--- config.mk ---
export PLATFORM = sky130hd
export DESIGN_NAME = matrix_multiply_engine
export DESIGN_NICKNAME = d
export VERILOG_FILES = /design/src/hdl/mme_pkg.sv /design/src/hdl/mme_store.sv /design/src/hdl/mme_seq.sv /design/src/hdl/mme_mac.sv /design/src/hdl/matrix_multiply_engine.sv
export SDC_FILE = /design/constraint.sdc
export NUM_CORES = 2
export LEC_CHECK = 0
export BUFFER_PORTS_ARGS = -buffer_cell sky130_fd_sc_hd__buf_2
export CAP_MARGIN = 30
export CORE_AREA = 2 2 398 400
export CTS_CLUSTER_DIAMETER = 30
export CTS_CLUSTER_SIZE = 20
export DETAILED_ROUTE_END_ITERATION = 10
export DIE_AREA = 0 0 400 402
export HOLD_SLACK_MARGIN = 0.15
export MAX_ROUTING_LAYER = met4
export PLACE_DENSITY = 0.87
export SYNTH_ARGS = -nofsm -noshare
export SYNTH_HDL_FRONTEND = slang
export SYNTH_HIERARCHICAL = 1
export SYNTH_SLANG_ARGS = --single-unit
--- constraint.sdc ---
create_clock -name clk -period 7.9 [get_ports clk]
set_input_delay 0 -clock clk [delete_from_list [all_inputs] [get_ports clk]]
set_output_delay 0 -clock clk [all_outputs]
set_load 0.01 [all_outputs]
--- src/hdl/mme_pkg.sv ---
// Shared constants, codes and types of the matrix multiply engine.
package mme_pkg;

  localparam int MAX_DIM_DEFAULT = 8;

  localparam int CFG_W       = 4;
  localparam int CFG_IDX_W   = 2;
  localparam int OPCODE_W    = 2;
  localparam int COORD_W     = 3;
  localparam int DATA_W      = 16;
  localparam int PROD_W      = 2 * DATA_W;
  localparam int ACC_W       = 40;
  localparam int IN_TDATA_W  = 24;
  localparam int OUT_TDATA_W = 48;

  localparam logic [OPCODE_W-1:0] OP_LOAD_A  = 2'd0;
  localparam logic [OPCODE_W-1:0] OP_LOAD_B  = 2'd1;
  localparam logic [OPCODE_W-1:0] OP_COMPUTE = 2'd2;

  localparam logic [CFG_IDX_W-1:0] REG_ROWS_A    = 2'd0;
  localparam logic [CFG_IDX_W-1:0] REG_INNER_DIM = 2'd1;
  localparam logic [CFG_IDX_W-1:0] REG_COLS_B    = 2'd2;

  localparam logic [CFG_W-1:0] ROWS_A_RESET    = 4'd2;
  localparam logic [CFG_W-1:0] INNER_DIM_RESET = 4'd3;
  localparam logic [CFG_W-1:0] COLS_B_RESET    = 4'd2;

  // Control that travels with each multiply step down the pipeline.
  typedef struct packed {
    logic [COORD_W-1:0] row;
    logic [COORD_W-1:0] col;
    logic               first;
    logic               last;
    logic               zero;
    logic               last_elem;
  } step_ctrl_t;

  // Store write request decoded from a load transaction.
  typedef struct packed {
    logic               we_a;
    logic               we_b;
    logic [COORD_W-1:0] row;
    logic [COORD_W-1:0] col;
    logic [DATA_W-1:0]  data;
  } load_req_t;

endpackage

--- src/hdl/mme_store.sv ---
// Operand stores for matrices A and B with registered read ports.
module mme_store import mme_pkg::*; #(
  parameter int MAX_DIM = MAX_DIM_DEFAULT
) (
  input  logic                                     clk,
  input  load_req_t                                load_req,
  input  logic                                     rd_en,
  input  logic [$clog2(MAX_DIM*MAX_DIM)-1:0]       rd_addr_a,
  input  logic [$clog2(MAX_DIM*MAX_DIM)-1:0]       rd_addr_b,
  output logic [DATA_W-1:0]                        rd_data_a,
  output logic [DATA_W-1:0]                        rd_data_b
);

  localparam int DEPTH  = MAX_DIM * MAX_DIM;
  localparam int ADDR_W = $clog2(DEPTH);
  localparam int IDX_W  = $clog2(MAX_DIM);

  logic [DATA_W-1:0] mem_a [DEPTH];
  logic [DATA_W-1:0] mem_b [DEPTH];
  logic [ADDR_W-1:0] wr_addr;

  assign wr_addr = ADDR_W'(load_req.row[IDX_W-1:0]) * ADDR_W'(MAX_DIM)
                 + ADDR_W'(load_req.col[IDX_W-1:0]);

  always_ff @(posedge clk) begin
    if (load_req.we_a) begin
      mem_a[wr_addr] <= load_req.data;
    end
    if (load_req.we_b) begin
      mem_b[wr_addr] <= load_req.data;
    end
  end

  always_ff @(posedge clk) begin
    if (rd_en) begin
      rd_data_a <= mem_a[rd_addr_a];
      rd_data_b <= mem_b[rd_addr_b];
    end
  end

endmodule

--- src/hdl/mme_seq.sv ---
// Configuration registers, input decode and the row/column/inner-step sequencer.
module mme_seq import mme_pkg::*; #(
  parameter int MAX_DIM = MAX_DIM_DEFAULT
) (
  input  logic                                clk,
  input  logic                                rst,
  input  logic                                cfg_we,
  input  logic [CFG_IDX_W-1:0]                cfg_index,
  input  logic [CFG_W-1:0]                    cfg_data,
  input  logic                                in_valid,
  output logic                                in_ready,
  input  logic [IN_TDATA_W-1:0]               in_data,
  input  logic                                advance,
  output load_req_t                           load_req,
  output logic [$clog2(MAX_DIM*MAX_DIM)-1:0]  rd_addr_a,
  output logic [$clog2(MAX_DIM*MAX_DIM)-1:0]  rd_addr_b,
  output logic                                step_valid,
  output step_ctrl_t                          step
);

  localparam int IDX_W  = $clog2(MAX_DIM);
  localparam int DIM_W  = IDX_W + 1;
  localparam int ADDR_W = $clog2(MAX_DIM * MAX_DIM);

  typedef enum logic [1:0] {
    ST_IDLE = 2'b01,
    ST_RUN  = 2'b10
  } state_t;

  state_t state;

  logic [CFG_W-1:0] rows_a;
  logic [CFG_W-1:0] inner_dim;
  logic [CFG_W-1:0] cols_b;

  logic [DIM_W-1:0] nr, nk, nc;
  logic [DIM_W-1:0] nr_eff, nk_eff, nc_eff;
  logic [IDX_W-1:0] i, j, k;
  logic             i_end, j_end, k_end;

  logic [OPCODE_W-1:0] opcode;
  logic [COORD_W-1:0]  row_index;
  logic [COORD_W-1:0]  col_index;
  logic [DATA_W-1:0]   element_value;
  logic                in_fire;
  logic                in_range;

  assign opcode        = in_data[1:0];
  assign row_index     = in_data[4:2];
  assign col_index     = in_data[7:5];
  assign element_value = in_data[23:8];

  assign in_ready = (state == ST_IDLE);
  assign in_fire  = in_valid && in_ready;
  assign in_range = (32'(row_index) < 32'(MAX_DIM)) && (32'(col_index) < 32'(MAX_DIM));

  always_comb begin
    load_req.we_a = in_fire && (opcode == OP_LOAD_A) && in_range;
    load_req.we_b = in_fire && (opcode == OP_LOAD_B) && in_range;
    load_req.row  = row_index;
    load_req.col  = col_index;
    load_req.data = element_value;
  end

  // Register values above the store size count as the store size.
  assign nr_eff = (rows_a > CFG_W'(MAX_DIM))    ? DIM_W'(MAX_DIM) : DIM_W'(rows_a);
  assign nk_eff = (inner_dim > CFG_W'(MAX_DIM)) ? DIM_W'(MAX_DIM) : DIM_W'(inner_dim);
  assign nc_eff = (cols_b > CFG_W'(MAX_DIM))    ? DIM_W'(MAX_DIM) : DIM_W'(cols_b);

  // An inner dimension of zero still takes one step per element, with a zero product.
  assign k_end = (nk == '0) || ((DIM_W'(k) + DIM_W'(1)) == nk);
  assign j_end = (DIM_W'(j) + DIM_W'(1)) == nc;
  assign i_end = (DIM_W'(i) + DIM_W'(1)) == nr;

  assign rd_addr_a = ADDR_W'(i) * ADDR_W'(MAX_DIM) + ADDR_W'(k);
  assign rd_addr_b = ADDR_W'(k) * ADDR_W'(MAX_DIM) + ADDR_W'(j);

  assign step_valid = (state == ST_RUN);

  always_comb begin
    step.row       = COORD_W'(i);
    step.col       = COORD_W'(j);
    step.first     = (k == '0);
    step.last      = k_end;
    step.zero      = (nk == '0);
    step.last_elem = i_end && j_end;
  end

  always_ff @(posedge clk) begin
    if (rst) begin
      state     <= ST_IDLE;
      rows_a    <= ROWS_A_RESET;
      inner_dim <= INNER_DIM_RESET;
      cols_b    <= COLS_B_RESET;
      nr        <= '0;
      nk        <= '0;
      nc        <= '0;
      i         <= '0;
      j         <= '0;
      k         <= '0;
    end else begin
      if (cfg_we) begin
        unique case (cfg_index)
          REG_ROWS_A:    rows_a    <= cfg_data;
          REG_INNER_DIM: inner_dim <= cfg_data;
          REG_COLS_B:    cols_b    <= cfg_data;
          default: ;
        endcase
      end
      unique case (state)
        ST_IDLE: begin
          if (in_fire && (opcode == OP_COMPUTE) && (nr_eff != '0) && (nc_eff != '0)) begin
            state <= ST_RUN;
            nr    <= nr_eff;
            nk    <= nk_eff;
            nc    <= nc_eff;
            i     <= '0;
            j     <= '0;
            k     <= '0;
          end
        end
        ST_RUN: begin
          if (advance) begin
            if (!k_end) begin
              k <= k + IDX_W'(1);
            end else begin
              k <= '0;
              if (!j_end) begin
                j <= j + IDX_W'(1);
              end else begin
                j <= '0;
                if (!i_end) begin
                  i <= i + IDX_W'(1);
                end else begin
                  i     <= '0;
                  state <= ST_IDLE;
                end
              end
            end
          end
        end
        default: state <= ST_IDLE;
      endcase
    end
  end

endmodule

--- src/hdl/mme_mac.sv ---
// Multiply-accumulate pipeline and the output register of the result stream.
module mme_mac import mme_pkg::*; (
  input  logic                   clk,
  input  logic                   rst,
  input  logic                   step_valid,
  input  step_ctrl_t             step,
  input  logic [DATA_W-1:0]      rd_data_a,
  input  logic [DATA_W-1:0]      rd_data_b,
  output logic                   advance,
  output logic                   out_valid,
  input  logic                   out_ready,
  output logic [OUT_TDATA_W-1:0] out_data,
  output logic                   out_last
);

  logic                     v1, v2;
  step_ctrl_t               ctrl1, ctrl2;
  logic signed [PROD_W-1:0] prod;
  logic signed [ACC_W-1:0]  acc;
  logic signed [ACC_W-1:0]  sum;

  // The whole pipeline moves only when the output register can take a result.
  assign advance = !out_valid || out_ready;

  assign sum = (ctrl2.first ? ACC_W'(0) : acc) + ACC_W'(prod);

  always_ff @(posedge clk) begin
    if (rst) begin
      v1        <= 1'b0;
      v2        <= 1'b0;
      out_valid <= 1'b0;
    end else if (advance) begin
      v1        <= step_valid;
      v2        <= v1;
      out_valid <= v2 && ctrl2.last;
    end
  end

  always_ff @(posedge clk) begin
    if (advance) begin
      ctrl1 <= step;
      ctrl2 <= ctrl1;
      prod  <= ctrl1.zero ? PROD_W'(0) : $signed(rd_data_a) * $signed(rd_data_b);
      if (v2) begin
        acc <= sum;
      end
      if (v2 && ctrl2.last) begin
        out_data <= {2'b00, sum, ctrl2.col, ctrl2.row};
        out_last <= ctrl2.last_elem;
      end
    end
  end

endmodule

--- src/hdl/matrix_multiply_engine.sv ---
// Matrix multiply engine: loads are accepted one per cycle while no compute is running.
// A compute transaction occupies the input until its last step, with one read of each
// operand store per cycle while the output does not stall; each result passes from the
// last store read of its element through the product register to the output register;
// output stalls hold the whole pipeline.
// Reset (synchronous, active high) clears control and restores the dimension
// registers to 2, 3, 2; the operand stores keep undefined contents until loaded.
module matrix_multiply_engine import mme_pkg::*; #(
  parameter int MAX_DIM = MAX_DIM_DEFAULT
) (
  input  logic                   clk,
  input  logic                   rst,
  input  logic                   cfg_we,
  input  logic [CFG_IDX_W-1:0]   cfg_index,
  input  logic [CFG_W-1:0]       cfg_data,
  input  logic                   s_axis_tvalid,
  output logic                   s_axis_tready,
  input  logic [IN_TDATA_W-1:0]  s_axis_tdata,   // opcode, row_index, col_index, element_value
  output logic                   m_axis_tvalid,
  input  logic                   m_axis_tready,
  output logic [OUT_TDATA_W-1:0] m_axis_tdata,   // out_row, out_col, product_value, zero pad
  output logic                   m_axis_tlast
);

  localparam int ADDR_W = $clog2(MAX_DIM * MAX_DIM);

  load_req_t         load_req;
  logic [ADDR_W-1:0] rd_addr_a, rd_addr_b;
  logic [DATA_W-1:0] rd_data_a, rd_data_b;
  logic              step_valid;
  step_ctrl_t        step;
  logic              advance;

  mme_seq #(.MAX_DIM(MAX_DIM)) u_seq (
    .clk        (clk),
    .rst        (rst),
    .cfg_we     (cfg_we),
    .cfg_index  (cfg_index),
    .cfg_data   (cfg_data),
    .in_valid   (s_axis_tvalid),
    .in_ready   (s_axis_tready),
    .in_data    (s_axis_tdata),
    .advance    (advance),
    .load_req   (load_req),
    .rd_addr_a  (rd_addr_a),
    .rd_addr_b  (rd_addr_b),
    .step_valid (step_valid),
    .step       (step)
  );

  mme_store #(.MAX_DIM(MAX_DIM)) u_store (
    .clk       (clk),
    .load_req  (load_req),
    .rd_en     (advance),
    .rd_addr_a (rd_addr_a),
    .rd_addr_b (rd_addr_b),
    .rd_data_a (rd_data_a),
    .rd_data_b (rd_data_b)
  );

  mme_mac u_mac (
    .clk        (clk),
    .rst        (rst),
    .step_valid (step_valid),
    .step       (step),
    .rd_data_a  (rd_data_a),
    .rd_data_b  (rd_data_b),
    .advance    (advance),
    .out_valid  (m_axis_tvalid),
    .out_ready  (m_axis_tready),
    .out_data   (m_axis_tdata),
    .out_last   (m_axis_tlast)
  );

endmodule

* Word level (Yosys, flattened, before mapping)
Memory sizes are Yosys's and may differ from the RTL's. A register that Yosys moved wholly into a read port is not among the register bits. Cells that the tools add are included.
Storage, ports and cells: register bits 176, bits in writable memories 2048, bits of input ports 35, output and inout port bits 51, word-level logic and storage cells 113, memories kept 2
Memories:
- u_store.mem_a | words 64, width 16, rd ports 1, clocked after Yosys merged registers in 1, wr ports 1, RTL line mme_store.sv:18 | logic [DATA_W-1:0] mem_a [DEPTH];
- u_store.mem_b | words 64, width 16, rd ports 1, clocked after Yosys merged registers in 1, wr ports 1, RTL line mme_store.sv:19 | logic [DATA_W-1:0] mem_b [DEPTH];
Cells by class: $add $sub $neg 10, $mul 1, $lt $le $gt $ge 3, equal/unequal tests 14, muxes and demuxes 27, reduce and logical (&&, ||, !) cells 28
Operators with widths (count):
- 40-bit by 32-bit adder with 40-bit output | 1
- 40-bit 2-to-1 mux | 1
- 16-bit by 16-bit multiplier with 32-bit output | 1
- 3-bit 2-to-1 mux | 10
- 6-bit by 3-bit adder with 6-bit output | 3
- 3-bit case mux with 2 select lines | 3
- 3-bit by 1-bit adder with 4-bit output (second input constant) | 3
- 4-bit equality test | 3
- 4-bit greater-than comparator (second input constant) | 3
- 4-bit 2-to-1 mux | 3
- 2-bit AND reduction | 6
- 2-bit 2-to-1 mux | 5
- 2-bit != test (second input constant) | 5
- 5-bit AND reduction | 2
- 3-bit by 1-bit adder with 3-bit output (second input constant) | 3
- 1-bit logical AND | 8
- 4-bit nonzero test | 2
- 2-bit by 1-bit equality test with 1-bit output (second input constant) | 3
- 2-bit equality test (second input constant) | 3
- 2-bit logical NOT | 2
- 4-bit logical NOT | 1
- 1-bit 2-to-1 mux | 4
- 2-bit case mux with 2 select lines | 1
- 4-bit AND reduction | 1
- 5 further kinds | 6

* Depth between registers and ports, before layout
depth after elaboration 7, mapped depth 24, depth with buffers taken out 23

* Modules after synthesis
The synthesis kept the hierarchy.
Modules (own cells, without submodules):
- mme_store | instances 1, cells each 3519, area each 79501.2 µm², sequential area each 62459.9 µm²
- mme_mac | instances 1, cells each 1581, area each 16488.3 µm², sequential area each 4204.0 µm²
- mme_seq | instances 1, cells each 230, area each 2008.2 µm², sequential area each 700.7 µm²

* Least setup slack after synthesis
OpenSTA, ideal clock, no wires.
path type register to register, start point register u_store.rd_data_b[7], read port of u_store.mem_b, end point register u_mac.prod[31], data pin, setup time 0.261 ns, data arrival time 6.194 ns, setup slack 1.445 ns, cell stages (with the launch flop) 23, path buffers 1, cells stage by stage edfxtp_1 -> clkbuf_1 -> nand2_1 -> fa_1 -> inv_1 -> fa_1 -> inv_1 -> fa_1 -> inv_1 -> fa_1 -> fa_1 -> inv_1 -> fa_1 -> inv_1 -> ha_1 -> a21o_1 -> or3b_1 -> a211oi_2 -> o31ai_4 -> a311oi_4 -> o31ai_2 -> a22o_1 -> a311o_1
Between the ends: longest elaborated chain between the ends 1
RTL lines:
- start: declaration | RTL line mme_store.sv:11 | output logic [DATA_W-1:0] rd_data_b
- 16-bit by 16-bit multiplier with 32-bit output | RTL line mme_mac.sv:43 | prod <= ctrl1.zero ? PROD_W'(0) : $signed(rd_data_a) * $signed(rd_data_b);
- end signal: assignment | RTL line mme_mac.sv:43
- end: declaration | RTL line mme_mac.sv:18 | logic signed [PROD_W-1:0] prod;
Every way passes these cells. A chain may end at the register's enable or synchronous reset.

* Worst setup path in the final report
start point register u_store.rd_data_a[6], read port of u_store.mem_a, end point register u_mac.prod[31], data pin
Between the ends: longest elaborated chain between the ends 1
RTL lines:
- start: declaration | RTL line mme_store.sv:10 | output logic [DATA_W-1:0] rd_data_a,
- 16-bit by 16-bit multiplier with 32-bit output | RTL line mme_mac.sv:43
Every way passes these cells.

==> run metrics <==
outcome complete, no violations; complex-gate fraction of the synthesized area approximately 3.5%; Hold Vio Cnt, Final 0; arrival time worst endpoint 7.82 ns; final antenna-violating net count 0; worst-path fanout max 16; Post-route DRC 0; Seq/Total Area, Yosys 68.74%; Final Cell Area 115400 sq um; worst hold path type primary input to flip-flop; synthesized netlist cell count 5330; layout cells sized above 1 24.43%; Crit-path slowest cell edfxtp_1; area share of fa/ha/maj cells after synthesis 6.994%; number of synthesized flops with an enable pin between 2000 and 2500; CTS tree done; Fin Clk Skew 0.07471 ns; Int Pwr between 30 and 40 mW; largest net degree at the start of global routing 116; GPL Wtd Cong 0.8911; detailed-placement wirelength estimate 140700 microns; cts repair resizes 0; num ports 86; initial antenna violation count 16; Final setup viols 0; area added between synthesis and finish 17.80%; Critical Path Max Stage Delay 0.78 ns; placed cell areas slightly above 100000 sq um; first-pass GRT wire length 423300 microns; FMAX 140.3 MHz; root buffer cell clkbuf_16; Gate power share 45.9%; mux contribution to synthesized area 12.82%; Synth Area per Inst 18.39 sq um; Die Height about 400 microns; worst-skew pair later-pin latency 0.99 ns; Max-slew headroom approximately 12%; NetSw 21.73 mW; fin util 73.48%; Netlist cell types 87; clock tree sinks 2256; Slew @ Worst Pin approximately 1.3 ns; RSZ-0062 raised after global routing false; Nets a little over 6000; DR vias/cell 7.317; Wirelength per Cell between 30 and 40 microns; row cnt 146; Post-CTS Hold Buffers 82; vias in the first global route 59304; H-Tree Depth 5; Req. time, crit path between 8 and 9 ns; max-cap violations 0; clock buffer depth 4; most frequent cells in the layout 2218 x edfxtp_1, 495 x mux4_2, 386 x clkbuf_16; die width 400 microns; Remaining Overflow, GRT 0; Synth async-reset ratio 0%; drt first pass iters 9; switch share a little under two fifths; Syn. warnings 6; Num CTS Buffers 378; main combinational cell family by area after synthesis multiplexers; Initial Utilization between 60 and 70%; I/O Buffers 83; WL final 309700 microns; Tot Pwr 57.09 mW; Pleak 39.26 nW; Cell Pwr Density 494.5 nW/um^2; Syn Std Cell Area between 90000 and 100000 sq um; iteration-0 DRC count of the detailed router around 12000; crit path cell chain nand2_1 -> fa_1 -> inv_1 -> fa_1 -> inv_1 -> fa_1 -> inv_1 -> fa_1 -> fa_1 -> inv_1 -> fa_1 -> inv_1 -> ha_1 -> a21o_1 -> or3b_1 -> a211oi_2 -> o31ai_4 -> a311oi_4 -> o31ai_2 -> a22o_1 -> a311o_1; fin crit share 90.19%; core box area 157100 sq um; postcts setup bufs 0; prevailing post-synth register cell edfxtp_1; Final Max Slew Viols 0; area of the die between 150000 and 200000 sq um; worst setup path class flip-flop to flip-flop; commonest non-fill, non-tap cell in the layout edfxtp_1; CP endpoint kind flip-flop; clock share of power between 30% and 40%; flip-flop and latch count after synthesis between 2000 and 2500; Critical Path Start Type flip-flop; simple-gate share of the synthesized area 4.455%; routed via count 60004; most used cell, CP fa_1; gr usage total 37.93%; min Tclk post-route between 7 and 8 ns; post-synthesis xor/xnor area fraction 0.6435%; Setup TNS 0 ns; Peak VDD IR 1.399 mV; Seq pwr share 23.9%; Worst-path clk slew 0.05 ns
## registers in the layout, summed over array words and instances, names as in the netlist, 9 cells and up
| signal | count |
|---|---|
| u_store/mem_a | 1024 |
| u_store/mem_b | 1024 |
| u_mac/out_data | 46 |
| u_mac/acc | 40 |
| u_mac/prod | 32 |
| u_store/rd_data_a | 16 |
| u_store/rd_data_b | 16 |
| u_mac/ctrl1 | 10 |
| u_mac/ctrl2 | 9 |
## worst paths after layout
| kind | cells past startpoint | start | slack, ns | endpoint |
|---|---|---|---|---|
| hold reg to reg | 0 | u_mac/ctrl1[4] | 0.42 | u_mac/ctrl2[4] |
| setup reg to reg | 21 | u_store/rd_data_a[6] | 0.77 | u_mac/prod[31] |
| setup / recovery | 21 | u_store/rd_data_a[6] | 0.77 | u_mac/prod[31] |
| hold / removal | 2 | s_axis_tdata[8] | 0.22 | u_store/mem_a[8][0] |
## critical path, delay by kind of cell, from the launching register on
family	cells	cell delay [ns]
AOI/OAI and AO/OA	7	1.78
adders and majority gates	7	3.42
buffers and inverters	5	0.28
DFF	1	0.78
and+or+nand+nor	2	0.58
## metrics by stage
| step | instances | setup WS (ns) | hold slack, ns |
|---|---|---|---|
| finish | 8201 | 0.7746 | 0.2154 |
| detailed placement | 7375 | 0.9518 | 0.2775 |
| CTS | 8141 | 0.8827 | 0.1581 |
| global placement | 7367 | 1.032 | 0.2721 |
| floorplan | 5331 | 1.445 | 0.06907 |
| global route | 8196 | 0.5540 | 0.2273 |
## power by group through the flow
stage / sequential (mW) / clock, mW / combinational (mW)
final: 13.6 / 17.3 / 26.2
after detailed placement: 13.9 / 0 / 25.6
after global routing: 13.7 / 17.7 / 29.3
after CTS: 13.6 / 17.1 / 25.9
after global placement: 13.9 / 0 / 24.7
after floorplan: 13.8 / 0 / 21.0
## area by class of cell
| class | count | area (sq um) |
|---|---|---|
| diodes | 21 | 52.55 |
| clock buffers | 416 | 9761 |
| clock inverters | 268 | 3112 |
| fillers | 7813 | 41660 |
| inverters | 329 | 1235 |
| multi-input cells | 2466 | 27900 |
| flip-flops and latches | 2256 | 67390 |
| well taps | 2072 | 2592 |
| repair buffers | 373 | 3405 |
## cell usage after synthesis, drive strengths merged, types with 26 or more instances
| master | n | area (sq um) |
|---|---|---|
| a211oi | 52 | 400.4 |
| a21oi | 98 | 494.2 |
| a22oi | 41 | 307.8 |
| and2 | 131 | 819.5 |
| buf | 175 | 1172 |
| clkbuf | 105 | 395.4 |
| dfxtp | 38 | 760.7 |
| edfxtp | 2218 | 66600 |
| fa | 263 | 5265 |
| ha | 127 | 1589 |
| inv | 329 | 1235 |
| mux2 | 26 | 292.8 |
| mux2i | 99 | 991.0 |
| mux4 | 500 | 11280 |
| nand2 | 221 | 829.6 |
| nand2b | 37 | 231.5 |
| nand3 | 52 | 260.3 |
| nor2 | 247 | 927.1 |
| nor2b | 69 | 431.7 |
| nor3 | 30 | 171.4 |
| o21ai | 79 | 402.9 |
| o22ai | 65 | 406.6 |
| xnor2 | 46 | 402.9 |
| xor2 | 26 | 227.7 |
## routing by layer
layer | GRT usage [%] | vias to the layer above | wire, microns | part of all wire, %
met4 | 18.35 | 0 | 22280 | 7.2
li1 | - | 21816 | - | -
met1 | 48.44 | 29287 | 95250 | 31
met2 | 56.47 | 7311 | 142800 | 46
met3 | 11.01 | 1590 | 49380 | 16
met5 | - | - | 0 | 0
## cell families (layout without fill, tap and decap cells)
logic type,after synthesis,count (layout)
DFF,2256,2256
and+or+nand+nor,883,883
muxes,625,625
buffers and inverters,609,1386
AOI/OAI and AO/OA,494,494
adders and majority gates,390,390
xor gates and xnor gates,72,72
other,1,23
Power figures use the tool's default switching activity.
